**src/hw/rtl/distance_lod_update_gate_assert.svh**
```systemverilog
// assertion macros for the distance lod update gate
// expects clk_i and rst_ni in the scope that uses them
`ifndef DISTANCE_LOD_UPDATE_GATE_ASSERT_SVH
`define DISTANCE_LOD_UPDATE_GATE_ASSERT_SVH

// checked only while out of reset
`define DLUG_ASSERT(label, prop, msg) \
  label: assert property (@(posedge clk_i) disable iff (!rst_ni) (prop)) else $error(msg);

// checked on every edge, reset included
`define DLUG_ASSERT_ALWAYS(label, prop, msg) \
  label: assert property (@(posedge clk_i) (prop)) else $error(msg);

`endif

```
**src/hw/rtl/dlug_pkg.sv**
```systemverilog
// shared types, codes and constants of the distance lod update gate
// no dependencies
`timescale 1ns / 1ps
`default_nettype none

package dlug_pkg;

  localparam int unsigned CfgIdxW   = 4;
  localparam int unsigned CfgDataW  = 48;
  localparam int unsigned DistSqW   = 48;
  localparam int unsigned RadiusW   = 15;
  localparam int unsigned ExtentW   = 25;
  localparam int unsigned CountW    = 16;
  localparam int unsigned ReadyW    = 7;
  localparam int unsigned FrameW    = 32;
  localparam int unsigned AddrW     = 32;
  localparam int unsigned KeyW      = 28;
  localparam int unsigned MagW      = 32;
  localparam int unsigned SqW       = 2 * MagW;
  localparam int unsigned D2W       = SqW + 2;
  localparam int unsigned JobDepth  = 2;
  localparam int unsigned ResDepth  = 2;

  localparam int unsigned DefWarmupFrames = 120;
  localparam int unsigned DefCoordBits    = 24;

  localparam logic [DistSqW-1:0] NearReset  = 48'd132710400;
  localparam logic [DistSqW-1:0] MidReset   = 48'd530841600;
  localparam logic [DistSqW-1:0] FarReset   = 48'd1677721600;
  localparam logic [RadiusW-1:0] RadReset   = 15'd1536;
  localparam logic [ExtentW-1:0] ExtXyReset = 25'd2560;
  localparam logic [ExtentW-1:0] ExtZReset  = 25'd3072;
  localparam logic [CountW-1:0]  QuietReset = 16'd24;

  localparam logic [AddrW-1:0]  AddrLow  = 32'h0001_0000;
  localparam logic [AddrW-1:0]  AddrHigh = 32'hFFE0_0000;
  localparam logic [FrameW-1:0] HashMul  = 32'd2654435761;
  localparam logic [10:0]       FootMul  = 11'd2000;

  typedef enum logic [CfgIdxW-1:0] {
    RegNear   = 4'd0,
    RegMid    = 4'd1,
    RegFar    = 4'd2,
    RegRadius = 4'd3,
    RegExtXy  = 4'd4,
    RegExtZ   = 4'd5,
    RegQuiet  = 4'd6,
    RegStand  = 4'd7
  } reg_idx_e;

  typedef enum logic [1:0] {
    ActEval   = 2'd0,
    ActCamOn  = 2'd1,
    ActCamOff = 2'd2,
    ActFrame  = 2'd3
  } action_e;

  typedef enum logic [3:0] {
    RsnHeld     = 4'd0,
    RsnNotReady = 4'd1,
    RsnStand    = 4'd2,
    RsnQuiet    = 4'd3,
    RsnAddr     = 4'd4,
    RsnSize     = 4'd5,
    RsnNear     = 4'd6,
    RsnFoot     = 4'd7,
    RsnPhase    = 4'd8,
    RsnNoEval   = 4'd9
  } reason_e;

  typedef enum logic [1:0] {
    BandMid     = 2'd0,
    BandFar     = 2'd1,
    BandVeryFar = 2'd2,
    BandNone    = 2'd3
  } band_e;

  typedef enum logic [2:0] {
    BkIdle,
    BkMul,
    BkSum,
    BkEval,
    BkOut
  } bk_state_e;

  typedef struct packed {
    logic               done;
    reason_e            reason;
    logic [RadiusW-1:0] radius;
    logic [MagW-1:0]    mag_x;
    logic [MagW-1:0]    mag_y;
    logic [MagW-1:0]    mag_z;
    logic [KeyW-1:0]    key;
    logic [FrameW-1:0]  frame;
  } job_t;

  typedef struct packed {
    logic    hold;
    reason_e reason;
    band_e   band;
  } res_t;

  typedef struct packed {
    logic [DistSqW-1:0] near_sq;
    logic [DistSqW-1:0] mid_sq;
    logic [DistSqW-1:0] far_sq;
  } band_cfg_t;

  typedef struct packed {
    logic job_pop;
    logic res_push;
  } bk_status_t;

  // true when the value is a multiple of three, by folding digits of base 2^k
  function automatic logic div3(input logic [FrameW-1:0] v);
    logic [16:0] s1;
    logic [9:0]  s2;
    logic [6:0]  s3;
    logic [5:0]  s4;
    logic [4:0]  s5;
    logic [3:0]  s6;
    logic [2:0]  s7;
    logic [1:0]  s8;
    s1 = 17'(v[31:16]) + 17'(v[15:0]);
    s2 = 10'(s1[16:8]) + 10'(s1[7:0]);
    s3 = 7'(s2[9:4]) + 7'(s2[3:0]);
    s4 = 6'(s3[6:2]) + 6'(s3[1:0]);
    s5 = 5'(s4[5:2]) + 5'(s4[1:0]);
    s6 = 4'(s5[4:2]) + 4'(s5[1:0]);
    s7 = 3'(s6[3:2]) + 3'(s6[1:0]);
    s8 = 2'(s7[2]) + s7[1:0];
    return (s8 == 2'd0) || (s8 == 2'd3);
  endfunction

endpackage

`default_nettype wire

```
**src/hw/rtl/dlug_front.sv**
```systemverilog
// front end: configuration registers, frame and camera state, early rejection
// depends on dlug_pkg
`timescale 1ns / 1ps
`default_nettype none

module dlug_front
  import dlug_pkg::*;
#(
  parameter int unsigned WARMUP_FRAMES = DefWarmupFrames,
  parameter int unsigned COORD_BITS    = DefCoordBits
) (
  input  logic                         clk_i,
  input  logic                         rst_ni,
  input  logic                         accept_i,
  input  logic [1:0]                   action_i,
  input  logic [AddrW-1:0]             model_addr_i,
  input  logic signed [15:0]           radius_i,
  input  logic signed [COORD_BITS-1:0] box_min_x_i,
  input  logic signed [COORD_BITS-1:0] box_min_y_i,
  input  logic signed [COORD_BITS-1:0] box_min_z_i,
  input  logic signed [COORD_BITS-1:0] box_max_x_i,
  input  logic signed [COORD_BITS-1:0] box_max_y_i,
  input  logic signed [COORD_BITS-1:0] box_max_z_i,
  input  logic signed [COORD_BITS-1:0] pos_x_i,
  input  logic signed [COORD_BITS-1:0] pos_y_i,
  input  logic signed [COORD_BITS-1:0] pos_z_i,
  input  logic                         cfg_write_i,
  input  logic [CfgIdxW-1:0]           cfg_index_i,
  input  logic [CfgDataW-1:0]          cfg_data_i,
  output job_t                         job_o,
  output band_cfg_t                    bcfg_o
);

  localparam int unsigned CB = COORD_BITS;
  localparam int unsigned WideW = ((CB > ExtentW) ? CB : ExtentW) + 1;

  logic [DistSqW-1:0] near_q, mid_q, far_q;
  logic [RadiusW-1:0] max_rad_q;
  logic [ExtentW-1:0] ext_xy_q, ext_z_q;
  logic [CountW-1:0]  quiet_q;
  logic               stand_q;

  logic [FrameW-1:0]  frame_q;
  logic [CountW-1:0]  this_q, last_q;
  logic signed [CB-1:0] cam_x_q, cam_y_q, cam_z_q;
  logic               cam_valid_q;
  logic [ReadyW-1:0]  ready_q;

  logic signed [CB:0] ex, ey, ez, dx, dy, dz;
  logic [CB:0]        ax, ay, az;
  logic               rad_bad, ext_bad;
  action_e            act;

  assign act = action_e'(action_i);

  function automatic logic ext_fail(input logic signed [CB:0] e,
                                    input logic [ExtentW-1:0] lim);
    return e[CB] || (e == '0) || (WideW'(e[CB-1:0]) > WideW'(lim));
  endfunction

  assign ex = {box_max_x_i[CB-1], box_max_x_i} - {box_min_x_i[CB-1], box_min_x_i};
  assign ey = {box_max_y_i[CB-1], box_max_y_i} - {box_min_y_i[CB-1], box_min_y_i};
  assign ez = {box_max_z_i[CB-1], box_max_z_i} - {box_min_z_i[CB-1], box_min_z_i};
  assign dx = {pos_x_i[CB-1], pos_x_i} - {cam_x_q[CB-1], cam_x_q};
  assign dy = {pos_y_i[CB-1], pos_y_i} - {cam_y_q[CB-1], cam_y_q};
  assign dz = {pos_z_i[CB-1], pos_z_i} - {cam_z_q[CB-1], cam_z_q};
  assign ax = dx[CB] ? -dx : dx;
  assign ay = dy[CB] ? -dy : dy;
  assign az = dz[CB] ? -dz : dz;

  assign rad_bad = radius_i[15] || (radius_i == '0) || (radius_i[14:0] > max_rad_q);
  assign ext_bad = ext_fail(ex, ext_xy_q) || ext_fail(ey, ext_xy_q) || ext_fail(ez, ext_z_q);

  // early classification, checks in priority order
  always_comb begin
    job_o        = '0;
    job_o.radius = radius_i[14:0];
    job_o.mag_x  = MagW'(ax[CB-1:0]);
    job_o.mag_y  = MagW'(ay[CB-1:0]);
    job_o.mag_z  = MagW'(az[CB-1:0]);
    job_o.key    = model_addr_i[AddrW-1:4];
    job_o.frame  = frame_q;
    job_o.done   = 1'b1;
    job_o.reason = RsnNoEval;
    if (act == ActEval) begin
      if (!cam_valid_q || (ready_q < ReadyW'(WARMUP_FRAMES))) begin
        job_o.reason = RsnNotReady;
      end else if (stand_q) begin
        job_o.reason = RsnStand;
      end else if (last_q < quiet_q) begin
        job_o.reason = RsnQuiet;
      end else if ((model_addr_i < AddrLow) || (model_addr_i > AddrHigh)) begin
        job_o.reason = RsnAddr;
      end else if (rad_bad || ext_bad) begin
        job_o.reason = RsnSize;
      end else begin
        job_o.done   = 1'b0;
        job_o.reason = RsnHeld;
      end
    end
  end

  assign bcfg_o = '{near_sq: near_q, mid_sq: mid_q, far_sq: far_q};

  always_ff @(posedge clk_i or negedge rst_ni) begin
    if (!rst_ni) begin
      near_q    <= NearReset;
      mid_q     <= MidReset;
      far_q     <= FarReset;
      max_rad_q <= RadReset;
      ext_xy_q  <= ExtXyReset;
      ext_z_q   <= ExtZReset;
      quiet_q   <= QuietReset;
      stand_q   <= 1'b0;
    end else if (cfg_write_i) begin
      unique case (reg_idx_e'(cfg_index_i))
        RegNear:   near_q    <= cfg_data_i;
        RegMid:    mid_q     <= cfg_data_i;
        RegFar:    far_q     <= cfg_data_i;
        RegRadius: max_rad_q <= cfg_data_i[RadiusW-1:0];
        RegExtXy:  ext_xy_q  <= cfg_data_i[ExtentW-1:0];
        RegExtZ:   ext_z_q   <= cfg_data_i[ExtentW-1:0];
        RegQuiet:  quiet_q   <= cfg_data_i[CountW-1:0];
        RegStand:  stand_q   <= cfg_data_i[0];
        default:   ;
      endcase
    end
  end

  always_ff @(posedge clk_i or negedge rst_ni) begin
    if (!rst_ni) begin
      frame_q     <= '0;
      this_q      <= '0;
      last_q      <= '0;
      cam_x_q     <= '0;
      cam_y_q     <= '0;
      cam_z_q     <= '0;
      cam_valid_q <= 1'b0;
      ready_q     <= '0;
    end else if (accept_i) begin
      unique case (act)
        ActEval: begin
          if (this_q != '1) begin
            this_q <= this_q + 1'b1;
          end
        end
        ActCamOn: begin
          cam_x_q     <= pos_x_i;
          cam_y_q     <= pos_y_i;
          cam_z_q     <= pos_z_i;
          cam_valid_q <= 1'b1;
          if (ready_q != '1) begin
            ready_q <= ready_q + 1'b1;
          end
        end
        ActCamOff: cam_valid_q <= 1'b0;
        ActFrame: begin
          frame_q <= frame_q + 1'b1;
          last_q  <= this_q;
          this_q  <= '0;
        end
        default: ;
      endcase
    end
  end

endmodule

`default_nettype wire

```
**config.mk**
```make
export PLATFORM = sky130hd
export DESIGN_NAME = dlug_front
export DESIGN_NICKNAME = d
export VERILOG_FILES = /design/src/hw/rtl/distance_lod_update_gate_assert.svh /design/src/hw/rtl/dlug_pkg.sv /design/src/hw/rtl/dlug_front.sv
export SDC_FILE = /design/constraint.sdc
export NUM_CORES = 1
export LEC_CHECK = 0
export BUFFER_PORTS_ARGS = -buffer_cell sky130_fd_sc_hd__buf_2
export CELL_PAD_IN_SITES_DETAIL_PLACEMENT = 1
export CELL_PAD_IN_SITES_GLOBAL_PLACEMENT = 1
export CORE_UTILIZATION = 35
export CTS_BUF_LIST = sky130_fd_sc_hd__clkbuf_4
export DETAILED_ROUTE_END_ITERATION = 10
export PLACE_DENSITY = 0.73
export SYNTH_ARGS = -nofsm -noshare
export SYNTH_HDL_FRONTEND = slang
export SYNTH_SLANG_ARGS = --single-unit
```
**constraint.sdc**
```tcl
create_clock -name clk_i -period 14 [get_ports clk_i]
set_input_delay 2.8 -clock clk_i [delete_from_list [all_inputs] [get_ports clk_i]]
set_output_delay 2.8 -clock clk_i [all_outputs]
set_load 0.005 [all_outputs]
```
Word level (Yosys, flattened, before mapping):

Cells that the tools add are included.

* flip-flop bits (word level): 370
* bits in latches: 0
* RAM bits: 0
* memory bits (read-only): 0
* output and inout port bits: 320
* logic and storage cells: 101
* memories kept: 0

* add/subtract/negate cells: 12
* multipliers: 0
* divide/modulo/power cells: 0
* order comparisons: 8
* equality and inequality tests: 13
* shifts and indexed selects: 0
* multiplexer cells: 17
* bitwise gates (word level): 0
* reductions and logical operators: 35

Operators by type and width (number)
* $sub A24 B24 Y25: 6
* $gt A24 B25 Y1: 3
* $logic_not A25 Y1: 3
* $mux W24: 3
* $neg A24 Y24: 3
* $add A32 B1 Y32 const B: 1
* $gt A32 B32 Y1 const B: 1
* $lt A32 B17 Y1 const B: 1
* $pmux W16 S2: 1
* $reduce_and A2 Y1: 11
* $add A16 B1 Y16 const B: 1
* $eq A4 B3 Y1 const B: 4
* $logic_not A16 Y1: 1
* $lt A16 B16 Y1: 1
* $mux W16: 1
* $ne A16 B16 Y1 const B: 1
* $gt A15 B15 Y1: 1
* $mux W3: 5
* $logic_or A1 B1 Y1: 13
* $eq A4 B2 Y1 const B: 2
* $add A7 B1 Y7 const B: 1
* $lt A7 B7 Y1 const B: 1
* $ne A7 B7 Y1 const B: 1
* $reduce_and A3 Y1: 2
* other kinds (11): 17

Longest topological paths before layout:

Gate-level depths: netlist of the first run.

* depth after elaboration: 13
* mapped depth: 23
* mapped depth without buffers: 23

Least setup slack after synthesis of the first run:

Ideal clock, no wire load.

* path kind: input-to-output
* start: input port box_max_z_i[0]
* end: output port job_o[175] (netlist bit)
* arrival time: 6.778 ns
* required time: 11.200 ns
* setup slack: 4.422 ns
* stages on the path: 23
* cells stage by stage: inv_1 -> ha_1 -> inv_1 -> fa_1 -> a21o_1 -> nand3_1 -> a21oi_1 -> a211o_1 -> a41oi_1 -> o21ai_1 -> xor2_1 -> ha_1 -> a21o_1 -> a21oi_1 -> nor2_1 -> a211o_1 -> a311oi_1 -> o221ai_1 -> a311oi_1 -> nand4_1 -> nor3_1 -> o31ai_2 -> or3b_1

RTL lines
* start: declaration: line dlug_front.sv:23 `input logic signed [COORD_BITS-1:0] box_max_z_i,`
* end: declaration: line dlug_front.sv:30 `output job_t job_o,`

==> results_dict.tcl, run 1 <==
set metrics [dict create \
    ys_top_cells_by_count "343 x dfrtp_1, 280 x inv_1, 274 x nand2_1" \
    timing_worst_setup_path_type "in -> out" \
    post_cts_resized 0 \
    ys_seq_area_share_pct 35.0 \
    insertion_delay_ps 850 \
    yosys_warnings 0 \
    setup_ws_ps 3300 \
    r2r-end "this_q[15]$_DFFE_PN0P_" \
    antenna_found_initial 25 \
    yosys_register_bits 370 \
    slowest_stage "fa_1" \
    cts_buffers 109 \
    postLayoutCoreUtil_pct 42.4 \
    clock_path_buffers 3 \
    slew_violations 0 \
    post_drt_wl_per_cell_um 19.2 \
    dieArea_um2 77000 \
    finalCriticalPeriod_ps 10700 \
    crit_start "box_max_z_i[0]" \
    pre_cts_ws_ps 3300 \
    grt_pass1_wl_mm 139 \
    power_frac_seq_pct 32.3 \
    gp_congestion 0.905 \
    cts.sinks 370 \
    dr.pass1.iters 5 \
    multiInputGateArea_um2 15500 \
    worstReg2RegStart "this_q[7]$_DFFE_PN0P_" \
    cts_tree "done" \
    endpoint_kind "output port" \
    avgViaCountPerCell 5.18 \
    synth_top_area_share_pct 32.3 \
    finalHoldViolCount 0 \
    grt_max_degree 117 \
    layout.nets 4104 \
    cts_root_buf "clkbuf_4" \
    start_util_pct 35.5 \
    hp-class "reg -> reg" \
    core-area_um2 74800 \
    p_clk_share_pct 24.9 \
    dpl.hpwl_mm 68.8 \
    synth_area_um2 26600 \
    regArea_um2 9290 \
    die_h_um 277 \
    synth-edff-count 0 \
    worstRegToRegCells 10 \
    rsz0062_at_grt "false" \
    critPathArrivalTime_ps 7900 \
    p_leak_nw 15.8 \
    async_flop_share_pct 100 \
    h-tree-depth 3 \
    setup_violations 0 \
    synth_cell_types 86 \
    syn_to_final_growth_pct 19.4 \
    num_rows 100 \
    relSlewSlack_pct 27.2 \
    syn_avg_cell_area_um2 9.13 \
    p_int_mw 2.65 \
    nFillCells 9071 \
    antenna_left 0 \
    cp-start-kind "input port" \
    io_buffers 617 \
    grt_pass1_vias 25000 \
    synth_top_flop_cell "dfrtp_1" \
    hold_path.startpoint "frame_q[31]$_DFFE_PN0P_" \
    required_ps 11200 \
    synthTopCellsByArea "dfrtp_1 32%, ha_1 12%, mux2_2 8.2%, xnor2_1 4.7%, o21ai_0 4.5%" \
    tightest_slew_ps 1090 \
    sw_frac_of_total_pct 38.6 \
    hold_depth 1 \
    synth_top_area_cell "dfrtp_1" \
    rrSetupSlack_ps 11310 \
    drcViolationCount 0 \
    ir_worst_vdd_uv 93.6 \
    drv_cap 0 \
    p_per_area_nw_per_um2 136 \
    hold_buffers 0 \
    totalWireLength_mm 88.4 \
    chipWidth_um 277 \
    clkTransAtPathRegs_ps 70 \
    whs_endpoint "frame_q[31]$_DFFE_PN0P_" \
    clock_skew_ps 88.4 \
    drive_gt1_share_pct 29.5 \
    power_frac_comb_pct 42.8 \
    synth.most_common_cell "dfrtp_1" \
    finalCritPeriodShare_pct 76.4 \
    track_usage_pct 22.7 \
    dr_total_vias 23800 \
    postCtsSetupRepairBufs 0 \
    setup_tns_ps 0 \
    max_stage_delay_ps 400 \
    crit_fanout 3 \
    num_io_pins 642 \
    outcome "finished, final reports clean" \
    max_freq_mhz 93.5 \
    p_switching_mw 1.66 \
    drt_iter0_markers 1067 \
    netlist_instances 2909 \
    globalRouteOverflowTotal 0 \
]
power by group through the flow:
| stage | combinational, mW | sequential (mW) | clock [mW] |
|---|---|---|---|
| final | 1.84 | 1.39 | 1.07 |
| after global routing | 2.05 | 1.42 | 1.17 |
| after CTS | 1.85 | 1.40 | 1.12 |
| after detailed placement | 1.84 | 1.41 | 0 |
| after global placement | 1.80 | 1.40 | 0 |
| after floorplan | 1.14 | 1.40 | 0 |
state kept, by name, summed over array words and instances (netlist names):
register	flops
near_q	48
far_q	48
mid_q	48
cam_z_q	24
last_q	16
ext_xy_q	25
cam_y_q	24
cam_x_q	24
quiet_q	16
ext_z_q	25
ready_q	7
frame_q	32
max_rad_q	15
cam_valid_q	1
this_q	16
stand_q	1
cells by family after synthesis:
family / synth area share, %
AO/OA/AOI/OAI: 15.9
XOR/XNOR: 7.29
adder cells (fa/ha/maj): 12.5
buffers and inverters: 7.06
flip-flops: 35.0
multiplexers: 8.37
other: 0.0141
AND/OR/NAND/NOR: 13.9
layout by cell type, fill, tap and decap left out, types with 22 or more instances in the layout:
master	count
buf_2	616
dfrtp_1	343
inv_1	280
nand2_1	273
ha_1	256
o21ai_0	239
mux2_2	194
clkbuf_4	169
xnor2_1	144
nor2_1	141
a21oi_1	130
xor2_1	77
nand3_1	69
a21o_1	69
nand4_1	51
nor3_1	43
a31oi_1	34
and3_1	27
dfstp_2	27
conb_1	24
nor2b_1	23
o21a_1	23
clkinv_1	23
nand2b_1	22
final cells by class:
type | instances | area share [%]
multi-input combinational | 2130 | 48.9
sequential | 370 | 29.3
timing repair buffer | 629 | 10.1
clock buffer | 169 | 4.00
tap | 969 | 3.82
inverter | 280 | 3.31
clock inverter | 36 | 0.529
antenna | 14 | 0.110
routing by layer:
layer  wire (um)  vias up  track usage (%)
met1       37400    11600             27.3
met3        4270      177             4.63
met4        3110       12             9.66
met2       43500      556             39.2
li1            -    11500                -
met5          80        -                0
worst max-delay path, delay by kind of cell:
| family | cells | cell delay, ps |
|---|---|---|
| AO/OA/AOI/OAI | 12 | 2710 |
| XOR/XNOR | 1 | 250 |
| adder cells (fa/ha/maj) | 3 | 850 |
| buffers and inverters | 4 | 320 |
| AND/OR/NAND/NOR | 5 | 950 |
stage by stage:
stage | instance area, um^2 | cells | power [mW] | hold slack (ps)
floorplan | 26700 | 2932 | 2.54 | 428
CTS | 31700 | 4583 | 4.37 | 476
global route | 31700 | 4597 | 4.64 | 482
detailed placement | 30200 | 4378 | 3.25 | 454
global placement | 30200 | 4378 | 3.20 | 447
finish | 31700 | 4597 | 4.31 | 467
worst max-delay path by stage:
stage | endpoint | slack [ps]
final | job_o[175] | 3300
after global routing | job_o[175] | 3030
after CTS | job_o[175] | 3280
after detailed placement | job_o[175] | 3300
after global placement | job_o[175] | 3390
after floorplan | job_o[175] | 4420
Note: power is estimated with default switching activity, not from simulation.
==> run 2, diff against run 1 <==
ABC_AREA = 1   (was unset)
PLACE_DENSITY = 0.79   (was 0.73)
clock period = 8.85 ns   (was 14 ns; I/O delays follow)
==> results_dict.tcl, run 2 <==
set metrics [dict create \
    outcome "finished, final reports clean" \
    grt_util_met2_pct 41.8 \
    antenna_found_initial 29 \
    p_per_area_nw_per_um2 204 \
    start_util_pct 35.6 \
    synthTopCellsByArea "dfrtp_1 30%, nand2_1 15%, ha_1 11%, inv_1 8.9%, o21ai_0 6.8%" \
    worstReg2RegStart "this_q[4]$_DFFE_PN0P_" \
    post_cts_resized 0 \
    whs_ps 460 \
    synth_area_um2 28900 \
    mostFrequentLayoutCells "1173 x nand2_1, 683 x inv_1, 616 x buf_2" \
    ys_top_cells_by_count "1173 x nand2_1, 684 x inv_1, 394 x o21ai_0" \
    grt_pass1_wl_mm 162 \
    crit_start "box_max_z_i[0]" \
    avgViaCountPerCell 4.93 \
    tightest_slew_ps 1130 \
    worstRegToRegCells 14 \
    setup_tns_ps 0 \
    netlist_instances 4148 \
    clock_skew_ps 72.7 \
    ys_seq_area_share_pct 32.2 \
    drive_gt1_share_pct 18.8 \
    grt_max_degree 121 \
    critPathArrivalTime_ps 5940 \
    r2r-end "this_q[15]$_DFFE_PN0P_" \
    regArea_um2 9290 \
    crit_fanout 4 \
    finalCritPeriodShare_pct 87.1 \
    reg_top3 "far_q x48, mid_q x48, near_q x48" \
    chipWidth_um 289 \
    insertion_delay_ps 940 \
    core-area_um2 81100 \
    dr.pass1.iters 5 \
    ir_worst_vdd_uv 112 \
    synth_top_area_share_pct 29.7 \
    cp-start-kind "input port" \
    p_leak_nw 19.1 \
    track_usage_pct 24.4 \
    gp_congestion 0.923 \
    layout.nets 5360 \
    drt_iter0_markers 1238 \
    antenna_left 0 \
    dieArea_um2 83700 \
    final_common_cell "nand2_1" \
    cts_buffers 110 \
    clock_path_buffers 3 \
    grt_pass1_vias 30100 \
    worstSetupEndpoint "job_o[175]" \
    dr_total_vias 29300 \
    endpoint_kind "output port" \
    finalCriticalPeriod_ps 7710 \
    finalHoldViolCount 0 \
    async_flop_share_pct 100 \
    num_io_pins 642 \
    cts.sinks 370 \
    globalRouteOverflowTotal 0 \
    synth.most_common_cell "nand2_1" \
    yosys_warnings 0 \
    clkTransAtPathRegs_ps 50 \
    timing_worst_setup_path_type "in -> out" \
    rsz0062_at_grt "false" \
    relSlewSlack_pct 24.3 \
    cts_root_buf "clkbuf_4" \
    grt_util_met1_pct 30.7 \
    cts_tree "done" \
    drv_cap 0 \
    die_h_um 289 \
    h-tree-depth 3 \
    yosys_register_bits 370 \
    drcViolationCount 0 \
    hold_buffers 0 \
    grt-busiest-layer "met2" \
    hp-class "reg -> reg" \
    synth_top_area_cell "dfrtp_1" \
    max_freq_mhz 130 \
    slew_violations 0 \
    syn_to_final_growth_pct 18.5 \
    use_met3_pct 4.05 \
    synth-edff-count 0 \
    setup_violations 0 \
    syn_avg_cell_area_um2 6.97 \
    multiInputGateArea_um2 16300 \
    synth_cell_types 68 \
    postCtsSetupRepairBufs 0 \
    io_buffers 617 \
    nFillCells 10700 \
    synth_top_flop_cell "dfrtp_1" \
    totalWireLength_mm 103 \
    postLayoutCoreUtil_pct 42.2 \
    num_rows 104 \
    dpl.hpwl_mm 84.8 \
    rrSetupSlack_ps 6470 \
    post_drt_wl_per_cell_um 17.4 \
    required_ps 7080 \
]
-- run 2: worst min-delay path by stage --
stage	to	cells past startpoint	from	slack, ps
3_5_place_dp	ready_q[6]$_DFFE_PN0P_	2	ready_q[6]$_DFFE_PN0P_	450
4_1_cts	ready_q[6]$_DFFE_PN0P_	2	ready_q[6]$_DFFE_PN0P_	460
6_report	ready_q[6]$_DFFE_PN0P_	2	ready_q[6]$_DFFE_PN0P_	460
2_1_floorplan	ready_q[6]$_DFFE_PN0P_	2	ready_q[6]$_DFFE_PN0P_	420
5_1_grt	ready_q[6]$_DFFE_PN0P_	2	ready_q[6]$_DFFE_PN0P_	480
3_3_place_gp	ready_q[6]$_DFFE_PN0P_	2	ready_q[6]$_DFFE_PN0P_	430
-- run 2: cell families after synthesis --
kind of cell               count (synthesis)  share of synthesized area [%]
AOI/OAI and AO/OA                        684                           12.6
xor gates and xnor gates                 154                           4.85
adders and majority gates                262                           11.5
buffers and inverters                    827                           11.7
DFF                                      370                           32.2
muxes                                      1                         0.0390
other                                      1                         0.0130
and+or+nand+nor                         1849                           27.1
-- run 2: report_power, final --
part / internal (mW) / switching (mW) / total, mW
clock network: 0.876 / 0.847 / 1.72
logic: 1.16 / 1.94 / 3.11
registers: 2.01 / 0.154 / 2.17
-- run 2: through the flow --
step	setup slack (ps)	area, um^2	total power [mW]	cells
3_5_place_dp	1120	32800	5.31	5724
5_1_grt	638	34200	7.59	5939
4_1_cts	1100	34200	7.09	5923
3_3_place_gp	1280	32800	5.20	5724
6_report	1140	34200	7.00	5942
2_1_floorplan	2450	29000	4.12	4171
-- run 2: routing by layer --
metal  wire, um  part of all wire (%)  vias up
li1           -                     -    14500
met1      44600                    43    14000
met2      50400                    49      621
met3       4990                   4.8      170
met4       3090                   3.0        8
met5         53                 0.051        -
-- run 2: critical path, stage by stage --
cell	delay (ps)
buf_2	100
inv_1	40
ha_1	150
inv_1	90
fa_1	400
nand3_1	130
nand3_1	100
nand2_1	90
nand2_1	140
nand2_1	130
nand2_1	70
a21o_1	170
xor2_1	170
inv_1	60
ha_1	300
nand2_1	70
inv_1	50
nand3_1	90
nor4_1	230
nand4_1	140
nand2_1	100
nand3_1	120
nor2_1	150
nand2_1	90
nor3b_1	670
nand3_1	130
buf_2	170
-- run 2: cell type report --
type,instances,area share (%)
Antenna cell,19,0.139
Clock buffer,163,3.58
Clock inverter,36,0.596
Inverter,692,7.60
Multi-Input combinational cell,2974,47.7
Sequential cell,370,27.2
Tap cell,1060,3.87
Timing Repair Buffer,628,9.33
