File: config.mk
export PLATFORM = sky130hd
export DESIGN_NAME = dlug_fifo
export DESIGN_NICKNAME = d
export VERILOG_FILES = /design/src/hw/rtl/distance_lod_update_gate_assert.svh /design/src/hw/rtl/dlug_fifo.sv
export SDC_FILE = /design/constraint.sdc
export NUM_CORES = 1
export LEC_CHECK = 0
export BUFFER_PORTS_ARGS = -buffer_cell sky130_fd_sc_hd__buf_2
export CAP_MARGIN = 20
export CELL_PAD_IN_SITES_DETAIL_PLACEMENT = 0
export CELL_PAD_IN_SITES_GLOBAL_PLACEMENT = 1
export CORE_ASPECT_RATIO = 1.1
export CORE_UTILIZATION = 43
export DETAILED_ROUTE_END_ITERATION = 8
export HOLD_SLACK_MARGIN = 0.05
export PLACE_DENSITY_LB_ADDON = 0.1
export SLEW_MARGIN = 20
export SYNTH_ARGS = -nofsm -noshare
export SYNTH_HDL_FRONTEND = slang
export SYNTH_SLANG_ARGS = --single-unit
File: constraint.sdc
create_clock -name clk_i -period 2.6 [get_ports clk_i]
set_clock_uncertainty 0.2 [all_clocks]
set_input_delay 0 -clock clk_i [delete_from_list [all_inputs] [get_ports clk_i]]
set_output_delay 0 -clock clk_i [all_outputs]
set_load 0.01 [all_outputs]
File: src/hw/rtl/distance_lod_update_gate_assert.svh
// assertion macros for the distance lod update gate
// expects clk_i and rst_ni in the scope that uses them
`ifndef DISTANCE_LOD_UPDATE_GATE_ASSERT_SVH
`define DISTANCE_LOD_UPDATE_GATE_ASSERT_SVH

// checked only while out of reset
`define DLUG_ASSERT(label, prop, msg) \
  label: assert property (@(posedge clk_i) disable iff (!rst_ni) (prop)) else $error(msg);

// checked on every edge, reset included
`define DLUG_ASSERT_ALWAYS(label, prop, msg) \
  label: assert property (@(posedge clk_i) (prop)) else $error(msg);

`endif

File: src/hw/rtl/dlug_fifo.sv
// small first-in first-out queue used between and behind the gate stages
// depends on nothing
`timescale 1ns / 1ps
`default_nettype none

module dlug_fifo #(
  parameter int unsigned DW    = 8,
  parameter int unsigned DEPTH = 2
) (
  input  logic          clk_i,
  input  logic          rst_ni,
  input  logic          push_i,
  input  logic [DW-1:0] wdata_i,
  input  logic          pop_i,
  output logic [DW-1:0] rdata_o,
  output logic          full_o,
  output logic          empty_o
);

  localparam int unsigned PtrW = (DEPTH > 1) ? $clog2(DEPTH) : 1;
  localparam int unsigned CntW = $clog2(DEPTH + 1);

  logic [DW-1:0]   mem_q [DEPTH];
  logic [PtrW-1:0] wr_q, wr_d, rd_q, rd_d;
  logic [CntW-1:0] cnt_q, cnt_d;
  logic            do_push, do_pop;

  assign full_o  = (cnt_q == CntW'(DEPTH));
  assign empty_o = (cnt_q == '0);
  assign do_push = push_i && !full_o;
  assign do_pop  = pop_i && !empty_o;
  assign rdata_o = mem_q[rd_q];

  always_comb begin
    wr_d  = wr_q;
    rd_d  = rd_q;
    cnt_d = cnt_q;
    if (do_push) begin
      wr_d = (wr_q == PtrW'(DEPTH - 1)) ? '0 : wr_q + 1'b1;
    end
    if (do_pop) begin
      rd_d = (rd_q == PtrW'(DEPTH - 1)) ? '0 : rd_q + 1'b1;
    end
    if (do_push && !do_pop) begin
      cnt_d = cnt_q + 1'b1;
    end else if (do_pop && !do_push) begin
      cnt_d = cnt_q - 1'b1;
    end
  end

  always_ff @(posedge clk_i or negedge rst_ni) begin
    if (!rst_ni) begin
      wr_q  <= '0;
      rd_q  <= '0;
      cnt_q <= '0;
    end else begin
      wr_q  <= wr_d;
      rd_q  <= rd_d;
      cnt_q <= cnt_d;
    end
  end

  always_ff @(posedge clk_i) begin
    if (do_push) begin
      mem_q[wr_q] <= wdata_i;
    end
  end

endmodule

`default_nettype wire

Yosys cells after proc, flatten, opt, wreduce, memory -nomap -nowiden:

Memories as Yosys holds them, arrays and structs flattened.
Cells that the tools add are included.

* multiplexer cells: 6
* multipliers: 0
* equality and inequality tests: 1
* order comparisons: 0
* bitwise operators: 0
* add/sub/neg operators: 4
* div/mod/pow operators: 0
* shifts and indexed selects: 0
* reductions and logical operators: 10

Operators by type and width (number)
* 1-bit logical AND: 4
* 1-bit logical NOT: 4
* 1-bit 2-to-1 mux: 4
* 2-bit 2-to-1 mux: 2
* 1-bit adder (second input constant): 2
* 2-bit by 1-bit adder with 2-bit output (second input constant): 1
* 2-bit equality test (second input constant): 1
* 2-bit logical NOT: 1
* 2-bit nonzero test: 1
* 2-bit by 1-bit subtractor with 2-bit output (second input constant): 1

* word-level logic and storage cells: 25
* register bits: 4
* bits in latches: 0
* input bits: 12
* bits in read-only memories: 0
* bits in writable memories: 16
* memories: 1

Memory list
* mem_q: depth 2, bits a word 8, read ports 1, clocked after memory_dff 0, write ports 1, RTL line dlug_fifo.sv:23 `logic [DW-1:0] mem_q [DEPTH];`

Longest topological paths before layout:

Gate-level depths: netlist of run 1.

* word-level depth: 7
* depth in mapped cells: 7
* gate-level depth less buffers: 7

Worst setup path after synthesis of run 1:

OpenSTA, ideal clock, no wires.

* path kind: flip-flop to flip-flop
* start point: register cnt_q[0]
* end point: memory mem_q[0][0] (enable)
* cell stages (with the launch flop): 4
* library setup time: 370 ps
* data arrival time: 1022 ps
* required time: 2030 ps
* period minus slack after synthesis: 1592 ps
* path slack: 1008 ps
* buffers on the path: 0
* path through: dfrtp_1 nand2b_1 nand2_2 nor2_1

* cells in the longest elaborated chain, start to end: 5

RTL lines
* start: declaration: RTL line dlug_fifo.sv:25 `logic [CntW-1:0] cnt_q, cnt_d;`
* start signal: assignment: RTL line dlug_fifo.sv:59 `cnt_q <= cnt_d;`
* 2-bit equality test: RTL line dlug_fifo.sv:28 `assign full_o = (cnt_q == CntW'(DEPTH));`
* 1-bit logical NOT: RTL line dlug_fifo.sv:30 `assign do_push = push_i && !full_o;`
* 1-bit logical AND: RTL line dlug_fifo.sv:30
* 1-bit 2-to-1 mux: RTL line dlug_fifo.sv:64 `if (do_push) begin`
* 1-bit 2-to-1 mux (not written as such): RTL line dlug_fifo.sv:65 `mem_q[wr_q] <= wdata_i;`
* end: declaration: RTL line dlug_fifo.sv:23

Every way passes these cells.

Worst setup path in the final report of run 1:

* start point: register cnt_q[0]
* end point: memory mem_q[0][6] (enable)

Same word-level chain as after synthesis.

==> flow_results.org, run 1 <==
** Run status
- Outcome :: complete, no violations

** STA
- Setup repair after global routing left no endpoint under its margin.
- Relative slew margins :: 57.62%
- Total negative slack for setup checks :: 0 ns
- At the pin with the least slew margin, the transition time is 0.6334 ns.
- The hold violation total from the final report is 0.
- Fin. max-slew vios :: 0
- Of the available clock period, the critical path in the final layout requires 67.87%.
- Peak Freq :: between 0.5 and 0.6 GHz
- Total of endpoints with negative setup slack in the final report :: 0
- Minimum clock period :: ~1.8 ns

** Place
- The congestion estimate from routability-driven global placement came to 0.6743.
- Number of port buffers :: 21
- The placed instances occupy a cell area of 903.4 um2.
- Detailed placement ended at an HPWL of 803.3 um.

** Setup path
- In this run the register-to-register setup slack is 0.84 ns.
- Critical path endpoint :: mem_q[0][6]
- At the worst endpoint, the required time is 2.33 ns.
- The critical path starts at cnt_q[0].
- The setup path with the least slack is of type reg -> reg.
- The worst register-to-register path has a depth of 3.
- The worst register-to-register path begins at cnt_q[0].
- STA classifies the critical path startpoint as a register.
- Highest net fanout along the worst path :: 8
- The worst register-to-register path ends at mem_q[0][6].
- For the worst setup path, the data arrival time is 1.50 ns.
- STA classifies the critical path endpoint as a register.

** Clocking
- Sinks on Clock Net :: 20
- TritonCTS built the clock tree.
- In this run the clock root is driven by a sky130_fd_sc_hd__clkbuf_4.
- Clock Path Buffers :: 2
- Post-cts hold buffer count :: 12
- Setup bufs post-CTS :: 0
- CTS HTree Levels :: 1
- Clock-pin slew was measured on the worst setup and hold paths at 0.11 ns.
- Clock insertion delay at the later pin of the skew report :: 0.28 ns
- The number of gates resized after CTS was 0.
- Clock tree synthesis inserted a total of 3 buffers.

** GRT
- The global routing stage identified its most utilized layer as met2.
- For met3 alone, demand over resource in global routing was 2.353%.
- Leftover overflow at the end of global routing :: 0
- For this run, global-route usage on met2 was measured as between 20% and 30%.
- Global-route wire length before repair :: 1897 um
- The initial antenna violation count is 0.
- Global routing consumed, on the met1 layer, 15.46% of the routing resources.
- Number of global-route vias before repair :: 471
- Entering global routing, the biggest net connects 12 pins.
- Total routing usage reported by global routing :: 13.47%

** Die
- In this run the standard cell core region covers between 1500 and 2000 um2.
- For this design the top-level I/O count stands at 22.
- From bottom edge to top edge, the die measures 46.73 um.
- Once the floorplan was initialized, standard cells occupied a little under half of the core.
- Area of the die :: ~2000 um2
- Row generation in the floorplan step produced 15 rows.
- Width of the die :: 42.66 um

** Yosys
- Flops & latches, synth :: 20
- The share of the Yosys chip area taken by registers is approximately three quarters.
- Area of the mapped netlist :: 782.0 um2
- Synthesis produced 44 cells.
- During synthesis, Yosys emitted a total of 0 warnings.
- Number of library cell types mapped by synthesis :: 15
- Syn Nets :: 57
- After synthesis, the mean cell area works out to approximately 18 um2.

** Final layout
- Layout cells sized above 1 :: 35.00%
- In the final design database the tool counted 94 nets.
- From synthesis to final layout, the design area changed by 34.24%.
- The layout has ~120 filler cells.
- Antenna cells :: 0
- After routing the design area is between 1000 and 1500 um2.

** Power
- Leakage Power :: 0.4397 nW
- Total power density per cell area :: 949.2 nW/um2
- VDD sags by at most 0.4802 mV.

** Routing
- Pre-Repair DR Iteration Count :: 3
- Avg WL per Cell :: 11.96 um
- In the routed design, unresolved DRC markers number 0.
- Vias per Instance :: 4.804
- Via count :: 466
- Once detail routing completed, the nets flagged for antenna violations numbered 0.
- DRT Wirelength :: 1160 um
- In this run, the number of DRC markers left after iteration 0 of detailed routing was 2.

** Worst hold path
- Start point of the worst hold path :: wdata_i[3]
- Kind of path behind the tightest hold check :: in -> reg

** Run
- Maximum Capacitance Violations :: 0
==> registers in the layout, indices dropped and copies added (netlist names) <==
name / cells
mem_q: 16
cnt_q: 2
rd_q: 1
wr_q: 1
==> cells in the mapped netlist <==
cell,number,area (um2)
sky130_fd_sc_hd__inv_1,2,7.510
sky130_fd_sc_hd__buf_2,1,5.000
sky130_fd_sc_hd__xnor2_1,2,17.52
sky130_fd_sc_hd__dfrtp_1,4,100.1
sky130_fd_sc_hd__xor2_1,2,17.52
sky130_fd_sc_hd__edfxtp_1,16,480.5
sky130_fd_sc_hd__nand2_2,1,6.260
sky130_fd_sc_hd__o21ai_1,1,5.000
sky130_fd_sc_hd__and3_1,1,6.260
sky130_fd_sc_hd__mux2_2,2,22.52
sky130_fd_sc_hd__nor2_1,3,11.26
sky130_fd_sc_hd__ha_1,1,12.51
sky130_fd_sc_hd__xnor2_2,1,16.27
sky130_fd_sc_hd__nand2b_1,1,6.260
sky130_fd_sc_hd__mux2_1,6,67.56
==> per-stage QoR <==
step           cells  power [W]  hold WS (ns)  setup slack [ns]  utilization (%)
2_1_floorplan     44  0.0007409       -0.4956             1.008                -
3_3_place_gp      81  0.0008427       -0.3866            0.8849            55.33
3_5_place_dp      81  0.0008535       -0.3848            0.8272            55.33
4_1_cts           97   0.001012        0.2150            0.8123            64.29
5_1_grt           97   0.001058        0.2236            0.7167            64.29
6_report          97  0.0009964        0.2352            0.8353            64.29
==> metal layers <==
metal | share of wire, % | vias up
met2 | 54 | 13
met1 | 43 | 223
li1 | - | 230
met3 | 2.9 | 0
met5 | 0 | -
met4 | 0 | 0
==> critical path, cell delays in order (launching register included) <==
cell and delay [ns]:
sky130_fd_sc_hd__dfrtp_1 0.44, sky130_fd_sc_hd__nand2b_1 0.18, sky130_fd_sc_hd__nand2_2 0.10, sky130_fd_sc_hd__nor2_1 0.50
==> power breakdown <==
| group | internal, W | total (W) | switching, W | leakage, nW |
|---|---|---|---|---|
| Clock | 0.0000557 | 0.000142 | 0.0000866 | 0.0154 |
| Combinational | 0.000176 | 0.000338 | 0.000162 | 0.229 |
| Sequential | 0.000448 | 0.000516 | 0.0000681 | 0.195 |
==> area by class of cell <==
cell class | instances | area (um2) | share of cell area [%]
inverters | 2 | 7.507 | 0.7151
clock inverters | 1 | 3.754 | 0.3576
multi-input cells | 21 | 188.9 | 18.00
well taps | 17 | 21.27 | 2.026
clock buffers | 3 | 22.52 | 2.145
flip-flops and latches | 20 | 580.6 | 55.30
repair buffers | 33 | 225.2 | 21.45
==> cell usage in the layout (no fill, tap or decap) <==
cell	count
sky130_fd_sc_hd__buf_2	21
sky130_fd_sc_hd__edfxtp_1	16
sky130_fd_sc_hd__dlygate4sd3_1	12
sky130_fd_sc_hd__mux2_1	6
sky130_fd_sc_hd__dfrtp_1	4
sky130_fd_sc_hd__nor2_1	3
sky130_fd_sc_hd__clkbuf_4	3
sky130_fd_sc_hd__mux2_2	2
sky130_fd_sc_hd__inv_1	2
sky130_fd_sc_hd__xnor2_1	2
sky130_fd_sc_hd__xor2_1	2
sky130_fd_sc_hd__nand2b_1	1
sky130_fd_sc_hd__nand2_2	1
sky130_fd_sc_hd__o21ai_1	1
sky130_fd_sc_hd__and3_1	1
sky130_fd_sc_hd__xnor2_2	1
sky130_fd_sc_hd__ha_1	1
sky130_fd_sc_hd__clkinv_1	1
==> worst min-delay path by stage <==
stage | cells after the start | slack [ns] | endpoint
floorplan | 0 | -0.50 | cnt_q[0]
global placement | 1 | -0.39 | rd_q
detailed placement | 1 | -0.38 | rd_q
CTS | 2 | 0.22 | mem_q[1][3]
global route | 2 | 0.22 | mem_q[1][3]
finish | 2 | 0.24 | mem_q[1][3]
==> kinds of logic (layout without fill, tap and decap cells) <==
group	Yosys count	after routing	share of synthesized area, %
XOR/XNOR	5	5	6.561
buffers and inverters	3	39	1.600
AND/OR/NAND/NOR	6	6	3.841
adder cells (fa/ha/maj)	1	1	1.600
flip-flops	20	20	74.24
AO/OA/AOI/OAI	1	1	0.6394
multiplexers	8	8	11.52
No activity file was read; power rests on OpenSTA's default activity.
==> run 2, diff against run 1 <==
--- a/config.mk
+++ b/config.mk
@@ -10,7 +10,7 @@
 export CELL_PAD_IN_SITES_DETAIL_PLACEMENT = 0
 export CELL_PAD_IN_SITES_GLOBAL_PLACEMENT = 1
 export CORE_ASPECT_RATIO = 1.1
-export CORE_UTILIZATION = 43
+export CORE_UTILIZATION = 36
 export DETAILED_ROUTE_END_ITERATION = 8
 export HOLD_SLACK_MARGIN = 0.05
 export PLACE_DENSITY_LB_ADDON = 0.1
==> constraint.sdc (replaced) <==
create_clock -name clk_i -period 1.5 [get_ports clk_i]
set_clock_uncertainty 0.2 [all_clocks]
set_input_delay 0 -clock clk_i [delete_from_list [all_inputs] [get_ports clk_i]]
set_output_delay 0 -clock clk_i [all_outputs]
set_load 0.01 [all_outputs]
==> run 2 against run 1 <==
Compared with the run above: the run now ends with setup timing left; sequential share of layout area down 9.0 points; hold slack worse by 0.016 ns; critical path depth up 4; register-to-register slack worse by 0.85 ns; final cell count up 21%; setup slack worse by 0.85 ns; sequential cell count unchanged; sequential power up 69%; utilization down 2.0 points; die area up 19%; non-clock buffer count up 9.
==> flow_results.org, run 2 (synthesis gave the netlist of run 1 again) <==
** Die
- Pin placement for this block handled 22 I/O pins.
- The die covers ~2400 um2.
- Core Rows :: 17
- Die Y-Extent :: 50.88 um
- Width of the die :: 46.44 um
- Effective utilization at floorplan :: ~39%
- Floorplan core area :: ~2000 um2

** Setup path
- Type of element capturing the critical path :: register
- The worst register-to-register path has a depth of 7.
- The critical path runs through a total of 7 cells.
- Dominant delay contributor by cell family on the critical path :: flip-flops
- For this run, the slowest stage of the critical path takes 0.42 ns.
- Walking the worst path, the cells encountered are nand2b_4 > nand2_4 > inv_2 > ha_4 > xor2_1 > nor2_1 > xor2_1.
- STA classifies the critical path startpoint as a register.
- On the critical path, the stage with the largest delay is an instance of sky130_fd_sc_hd__dfrtp_1.
- For the worst setup path, the data arrival time is between 1.5 and 2 ns.
- Counting both buffers and inverters, the worst setup path holds a total of 1.
- Highest net fanout along the worst path :: 3
- Cell with the most instances on the worst path :: sky130_fd_sc_hd__xor2_1
- Critical Path RT :: 1.52 ns
- Critical path class :: reg -> reg

** Final layout
- The layout has 157 filler cells.
- Post-route standard cell area excluding fillers :: approximately 1300 um2
- For this run, the post-layout net count is ~100.
- The post-route netlist has between 50 and 60% of its cells at a drive strength greater than 1.
- The repair_antennas step left the layout with diodes totalling 0.
- Footprint of the multi-input gates :: between 200 and 250 um2
- Top Registers :: mem_q: 16 flops, cnt_q: 2 flops
- Max reg flops :: 16
- Sequential Area :: around 580 um2
- Fin cells :: 117
- Ranked by flip-flop count, first place goes to mem_q.
- In the layout the commonest cells are sky130_fd_sc_hd__edfxtp_1, sky130_fd_sc_hd__buf_2, sky130_fd_sc_hd__dlygate4sd3_1, sky130_fd_sc_hd__buf_6.
- The library cell used most frequently in the layout, excluding fill and tap cells, is sky130_fd_sc_hd__edfxtp_1.
- Syn-to-layout area delta :: 60.96%

** STA
- At the pin with the least slew margin, the transition time is 0.1986 ns.
- Total of endpoints with negative setup slack in the final report :: 1
- The hold violation total from the final report was 0.
- Final-layout worst hold slack :: 0.2196 ns
- For this run, the top clock speed supported by timing is 0.6605 GHz.
- The number of max-slew violations in the final report was 0.
- Minimum clock period :: ~1.5 ns
- The worst pin sits at a relative slew slack of ~87%.
- Min setup slack post-route :: -0.01409 ns
- Setup repair after global routing could not meet its margin everywhere.
- In the finished design, the share of the clock period the worst path needs comes to 100.9%.

** Clocking
- The clock passes through at most 2 buffers.
- Register clock-pin slew on the reported worst setup and hold paths :: around 0.11 ns
- The tree built by TritonCTS fans out to 20 sinks.
- CTS HTree Levels :: 1
- In this run, CTS created clock tree buffers numbering 3.
- Clock latency on the worst-skew pair, taken at its later pin, is between 0.2 and 0.3 ns.
- CTS root buf :: sky130_fd_sc_hd__clkbuf_4
- TritonCTS built the clock tree.

** GRT
- Global-route wire length before repair :: 2173 um
- In the global route stage, overall resource usage came out at 13.27%.
- Entering global routing, the biggest net connects 12 pins.
- The initial antenna violation count was 0.
- Number of global-route vias before repair :: around 540
- Leftover overflow at the end of global routing :: 0

** Routing
- After the first detailed-routing iteration, the DRC count stood at 0.
- The routed design has 1369 um of wire.
- Top routing layer used :: met4
- After detailed routing, the met2 layer carries between 700 and 800 um of wire.
- For this run, design rule violations remaining after detail routing come to 0.
- Wire length the detailed router placed on met1 :: approximately 570 um
- Vias per Instance :: between 4 and 5
- After detailed routing, the met3 layer carries 36 um of wire.
- Pre-Repair DR Iteration Count :: 1
- Detailed routing inserted a total of 513 vias.
- In this run the remaining antenna-violating nets after routing total 0.
- Avg WL per Cell :: 11.70 um

** Place
- Standard cell area after detailed placement :: 987.2 um2
- Post-placement cell count :: 99
- Number of port buffers :: 21
- Final HPWL from detailed placement :: 828.5 um
- Setup Slack @ Placement :: -0.004729 ns
- At the end of routability-driven placement, the weighted congestion stood at 0.6577.

** Power
- The worst-case IR drop observed on VDD is 0.9718 mV.
- Of the total power, combinational logic draws 47.7%.
- The internal power of the cells totals 0.001583 W.
- Sw Share :: 29.58%
- In this run, the clock network consumes 13.4% of the power.
- In this run the power density over the cells is 1786 nW/um2.
- In this run the power spent charging and discharging nets is 0.0006648 W.
- The design draws 0.002248 W.
- Registers are responsible for 38.9% of the overall power.
- Leakage Power :: between 0.5 and 0.6 nW

** Worst hold path
- The worst hold path passes through 2 cells.
- The path class of the tightest hold or removal check is in -> reg.

** Run status
- Outcome :: finished, violations left
- The final reports fail on setup timing.

** Run
- Max-cap violations in this run came to 0.
[run 2: layout make-up]
class | instances | area share [%]
inverter | 2 | 0.5964
clock buffer | 4 | 2.883
timing repair buffer | 42 | 27.83
tap | 28 | 2.783
sequential | 20 | 46.32
multi-input combinational | 21 | 19.58
[run 2: worst reg2reg max path, cell delays in order, from the launching register on]
cell and delay (ns):
sky130_fd_sc_hd__dfrtp_1 0.42, sky130_fd_sc_hd__nand2b_4 0.17, sky130_fd_sc_hd__nand2_4 0.07, sky130_fd_sc_hd__inv_2 0.04, sky130_fd_sc_hd__ha_4 0.14, sky130_fd_sc_hd__xor2_1 0.13, sky130_fd_sc_hd__nor2_1 0.11, sky130_fd_sc_hd__xor2_1 0.15
[run 2: routing by layer]
layer | GRT usage, % | up-vias
li1 | - | 248
met1 | 13.88 | 247
met2 | 23.84 | 16
met3 | 3.180 | 2
met4 | 5.882 | 0
met5 | 0 | -
[run 2: worst paths after layout]
check                           slack [ns]          end       start
worst max-delay path                 -0.01     cnt_q[1]    cnt_q[0]
max in group asynchronous             0.52         rd_q      rst_ni
worst min-delay path                  0.22  mem_q[1][2]  wdata_i[2]
worst min register to register        0.35     cnt_q[1]    cnt_q[1]
worst max register to register       -0.01     cnt_q[1]    cnt_q[0]
min in group asynchronous             0.39     cnt_q[0]      rst_ni
[run 2: timing repair]
item | CTS | global route
hold endpoints to repair | 32 | 0
gates resized for setup | 3 | 20
buffers inserted | 2 | 0
hold buffers | 12 | 0
setup endpoints to repair | 9 | 9
pin swaps | 1 | 1
[run 2: power groups by stage]
stage	Combinational (W)	Sequential, W	Clock [W]
global route	0.00116	0.000888	0.000333
floorplan	0.000469	0.000856	0
CTS	0.000845	0.000857	0.000317
detailed placement	0.000707	0.000911	0
finish	0.00107	0.000873	0.000302
global placement	0.000706	0.000907	0
[run 2: stage by stage]
step | util [%] | TNS [ns]
global route | 62.29 | -0.3437
finish | 62.29 | -0.01409
CTS | 57.96 | -0.1571
detailed placement | 48.85 | -0.004729
global placement | 48.85 | 0
floorplan | - | -0.0007931
==> run 3, diff against run 2 <==
--- a/config.mk
+++ b/config.mk
@@ -5,12 +5,13 @@
 export SDC_FILE = /design/constraint.sdc
 export NUM_CORES = 1
 export LEC_CHECK = 0
+export ABC_AREA = 1
 export BUFFER_PORTS_ARGS = -buffer_cell sky130_fd_sc_hd__buf_2
 export CAP_MARGIN = 20
 export CELL_PAD_IN_SITES_DETAIL_PLACEMENT = 0
 export CELL_PAD_IN_SITES_GLOBAL_PLACEMENT = 1
-export CORE_ASPECT_RATIO = 1.1
-export CORE_UTILIZATION = 36
+export CORE_ASPECT_RATIO = 1.5
+export CORE_UTILIZATION = 34
 export DETAILED_ROUTE_END_ITERATION = 8
 export HOLD_SLACK_MARGIN = 0.05
 export PLACE_DENSITY_LB_ADDON = 0.1
==> run 3 against run 2 <==
Compared with the run above: the flow now finishes without violations; largest cell class unchanged; first-iteration DRC count rose by 11; via count increased by 20%; clock power increased by 3%.
==> flow_results.org, run 3 <==
** Run status
- Outcome :: complete, no violations

** Routing
- Avg WL per Cell :: between 10 and 15 um
- Drt first-iter violations :: 11
- Summed over all layers, the routed wires come to ~1600 um.
- Number of remaining DRC errors :: 0
- Post-route antenna net violation count :: 0
- Vias per Instance :: 4.464
- Via count :: 616
- Pre-Repair DR Iteration Count :: 4

** GRT
- Total routing usage reported by global routing :: 13.16%
- Maximum number of pins on one net before global-route repair :: 12
- The initial antenna violation count is 0.
- Leftover overflow at the end of global routing :: 0
- Global-route wire length before repair :: 2408 um
- The via count of the first global-routing pass came to 586.

** Yosys
- For this run, the leading register cell type out of synthesis is sky130_fd_sc_hd__edfxtp_1.
- Portion of netlist area occupied by mux cells :: 0%
- Syn Nets :: 86
- Of all cell types, the one taking the most synthesized area is sky130_fd_sc_hd__edfxtp_1.
- Most used standard cells in the synthesized netlist :: sky130_fd_sc_hd__nand2_1, sky130_fd_sc_hd__edfxtp_1, sky130_fd_sc_hd__inv_1
- The cell count after synthesis came out at 73.
- Fraction of the mapped netlist area in compound gates :: between 1 and 1.5%
- Of the total synthesized cell area, the portion taken by full adders, half adders and majority gates is under 10%.
- Most frequently used cell type in the post-synthesis netlist :: sky130_fd_sc_hd__nand2_1
- Share of synthesized flip-flops with an asynchronous set or reset :: 20.00%
- The average instance in the mapped netlist occupies 11.09 um2.
- Sequential elements use between 70% and 80% of the synthesized area.
- In this run, synthesis produced a sequential element count of 20.
- Summing the areas of all xor and xnor instances in the mapped netlist gives 1.082% of the synthesized area.
- By area the synthesized netlist is led by sky130_fd_sc_hd__edfxtp_1, sky130_fd_sc_hd__nand2_1, sky130_fd_sc_hd__dfrtp_1, sky130_fd_sc_hd__inv_1, sky130_fd_sc_hd__ha_1.
- The Yosys step of the flow raised 0 warnings.
- Share of synthesized cell area in and, or, nand and nor gates :: around a fifth
- The share of synthesized area in the top cell type comes to roughly 60%.
- Counting flops with a built-in enable in the synthesized netlist gives 16.
- Dominant combinational cell family by area after synthesis :: simple AND/OR/NAND/NOR gates
- Yosys mapped the design onto 14 distinct sky130hd cell types.
- The synthesized netlist occupies a cell area of 809.5 um2.

** Place
- Routability-driven placement finished with a final weighted congestion of 0.6137.
- Summed over all nets, the half-perimeter wirelength after detailed placement is 1090 um.
- Timing analysis after detailed placement gives a worst setup slack of 0.003432 ns.
- During placement, the flow inserted port buffers numbering 21.
- Standard cell area after detailed placement :: between 1000 and 1500 um2

** STA
- Peak Freq :: 0.7045 GHz
- The number of max-slew violations in the final report came to 0.
- Total of endpoints with negative setup slack in the final report :: 0
- Min setup slack post-route :: 0.08047 ns
- Minimum clock period :: 1.420 ns
- The hold violation total from the final report was 0.
- In this run the tightest slew margin relative to its limit is 79.62%.
- After layout, the worst path uses 94.64% of the clock period.
- Slew at the pin closest to its max-slew limit :: 0.3026 ns
- Unrepaired setup endpoints after global routing :: yes
- Total negative slack for setup checks :: 0 ns

** Die
- The floorplan step defined a die boundary enclosing 2584 um2.
- The floorplan step set the die height to 61.76 um.
- The floorplan step set the die width to approximately 42 um.
- Effective utilization at floorplan :: 36.25%
- Number of ports placed on the die boundary :: 22
- In this run the core area contains 21 standard-cell rows.
- The core region is between 2000 and 2500 um2.

** Setup path
- Type of element capturing the critical path :: register
- Walking the worst path, the cells encountered are inv_2 > o21ai_0 > nor2_2 > buf_12.
- Reg-to-reg endpoint :: mem_q[1][1]
- The critical path is of the reg -> reg type.
- In this design, the largest share of critical-path delay is due to flip-flops.
- The worst register-to-register path begins at cnt_q[1].
- Master of the slowest instance on the critical path :: sky130_fd_sc_hd__dfrtp_1
- For the worst setup path, the data arrival time is 1.25 ns.
- Together, buffers and inverters on the worst path number 2.
- Critical Path RT :: 1.33 ns
- On the worst path, the slowest cell contributes a delay of between 0.4 and 0.5 ns.
- The worst setup path is launched from a register.
- Levels on crit path :: 4
- Highest net fanout along the worst path :: 8
- The worst register-to-register path has a setup slack of 0.08 ns.
- Counting cells, the worst reg-to-reg path comes to 4.

** Power
- Sw Share :: 35.67%
- The analysis attributes to net switching a power of 0.0007504 W.
- Internal power summed over all cells :: roughly 0.0014 W
- Combinational logic is responsible for 43.9% of the overall power.
- Across the VDD grid, the largest voltage drop is about 1.1 mV.
- Sequential cells burn 41.2% of the power.
- The clock network burns 14.8% of the power.
- The analysis attributes to cell leakage a power of 0.5510 nW.
- Power spread over the standard cell area amounts to around 1800 nW/um2.

** Clocking
- The root buffer cell chosen for the clock tree is sky130_fd_sc_hd__clkbuf_4.
- CTS saw 20 sinks.
- Register clock-pin slew on the reported worst setup and hold paths :: roughly 0.11 ns
- The later pin in the worst-skew pair is clocked with a latency of 0.30 ns.
- TritonCTS clock tree :: built
- Buffers added to address setup during post-CTS repair amount to 0.
- TritonCTS created 3 clock buffers.
- The clock passes through at most 2 buffers.
- CTS built an H-tree with a depth of 1.

** Run
- The tool flagged a number of max-cap violations equal to 0.

** Final layout
- Leaving out fill and tap cells, the most frequent cell in the layout is sky130_fd_sc_hd__nand2_1.
- The net count of the finished layout is 129.
- Syn-to-layout area delta :: 48.22%
- The register with the most flip-flops in the layout has 16 of them.
- mem_q holds more flip-flops than any other register.
- Post-route standard cell area excluding fillers :: roughly 1200 um2
- After filler insertion, the fill cell instance count of the layout stands at between 200 and 250.
- In the layout the commonest cells are sky130_fd_sc_hd__nand2_1, sky130_fd_sc_hd__buf_2, sky130_fd_sc_hd__edfxtp_1, sky130_fd_sc_hd__dlygate4sd3_1.
- Top Registers :: mem_q: 16 flops, cnt_q: 2 flops
- Share of the core filled with cells in the final layout :: 53.73%
- 0 antenna diodes ended up in the layout.
- Layout cells sized above 1 :: 36.52%

** Worst hold path
- The worst hold path was traced through 2 stages.
- The worst hold path belongs to the class in -> reg.
- Start point of the worst hold path :: wdata_i[5]
- Hold-critical path endpoint :: mem_q[0][5]
[run 3: cells by family after synthesis]
family | after synthesis
simple gates | 40
xor+xnor | 1
buf+inv | 9
flops | 20
compound gates | 2
fa+ha+maj | 1
[run 3: worst max path at each step]
| stage | from | end | slack [ns] |
|---|---|---|---|
| after floorplan | cnt_q[0] | cnt_q[1] | 0.01 |
| after global placement | cnt_q[0] | cnt_q[1] | 0.02 |
| after detailed placement | cnt_q[0] | cnt_q[1] | 0.003 |
| after CTS | cnt_q[1] | cnt_q[1] | 0.03 |
| after global routing | cnt_q[1] | cnt_q[1] | -0.009 |
| final | cnt_q[1] | mem_q[1][1] | 0.08 |
[run 3: repair_timing]
action / 4_1_cts / 5_1_grt
hold buffers: 12 / 0
gates resized for setup: 2 / 8
hold endpoints to repair: 23 / 0
endpoints found under the setup margin: 1 / 12
[run 3: power by group through the flow]
stage / Sequential (W) / Combinational (W) / Clock [W]
floorplan: 0.000841 / 0.000484 / 0
global placement: 0.000859 / 0.000852 / 0
detailed placement: 0.000868 / 0.000855 / 0
CTS: 0.000859 / 0.000884 / 0.000319
global route: 0.000885 / 0.00103 / 0.000341
finish: 0.000868 / 0.000924 / 0.000312
[run 3: final cells by class]
type	count	area, um2	area share, %
Timing Repair Buffer	39	295.3	24.61
Sequential cell	20	581.8	48.49
Multi-Input combinational cell	44	225.2	18.77
Inverter	8	32.53	2.711
Tap cell	23	28.78	2.398
Clock buffer	4	36.28	3.024
[run 3: metrics by stage]
step,hold WS (ns),cells,total power (W)
floorplan,-0.4956,73,0.001326
global placement,-0.3802,122,0.001712
detailed placement,-0.3735,122,0.001723
CTS,0.2123,138,0.002063
global route,0.2283,138,0.002260
finish,0.2176,138,0.002104
[run 3: routing by layer]
metal	up-vias	part of all wire (%)	global-route usage [%]
li1	320	-	-
met1	280	41	14.23
met2	14	55	24.55
met3	2	3.1	1.734
met4	0	0.76	8.295
met5	-	0	0
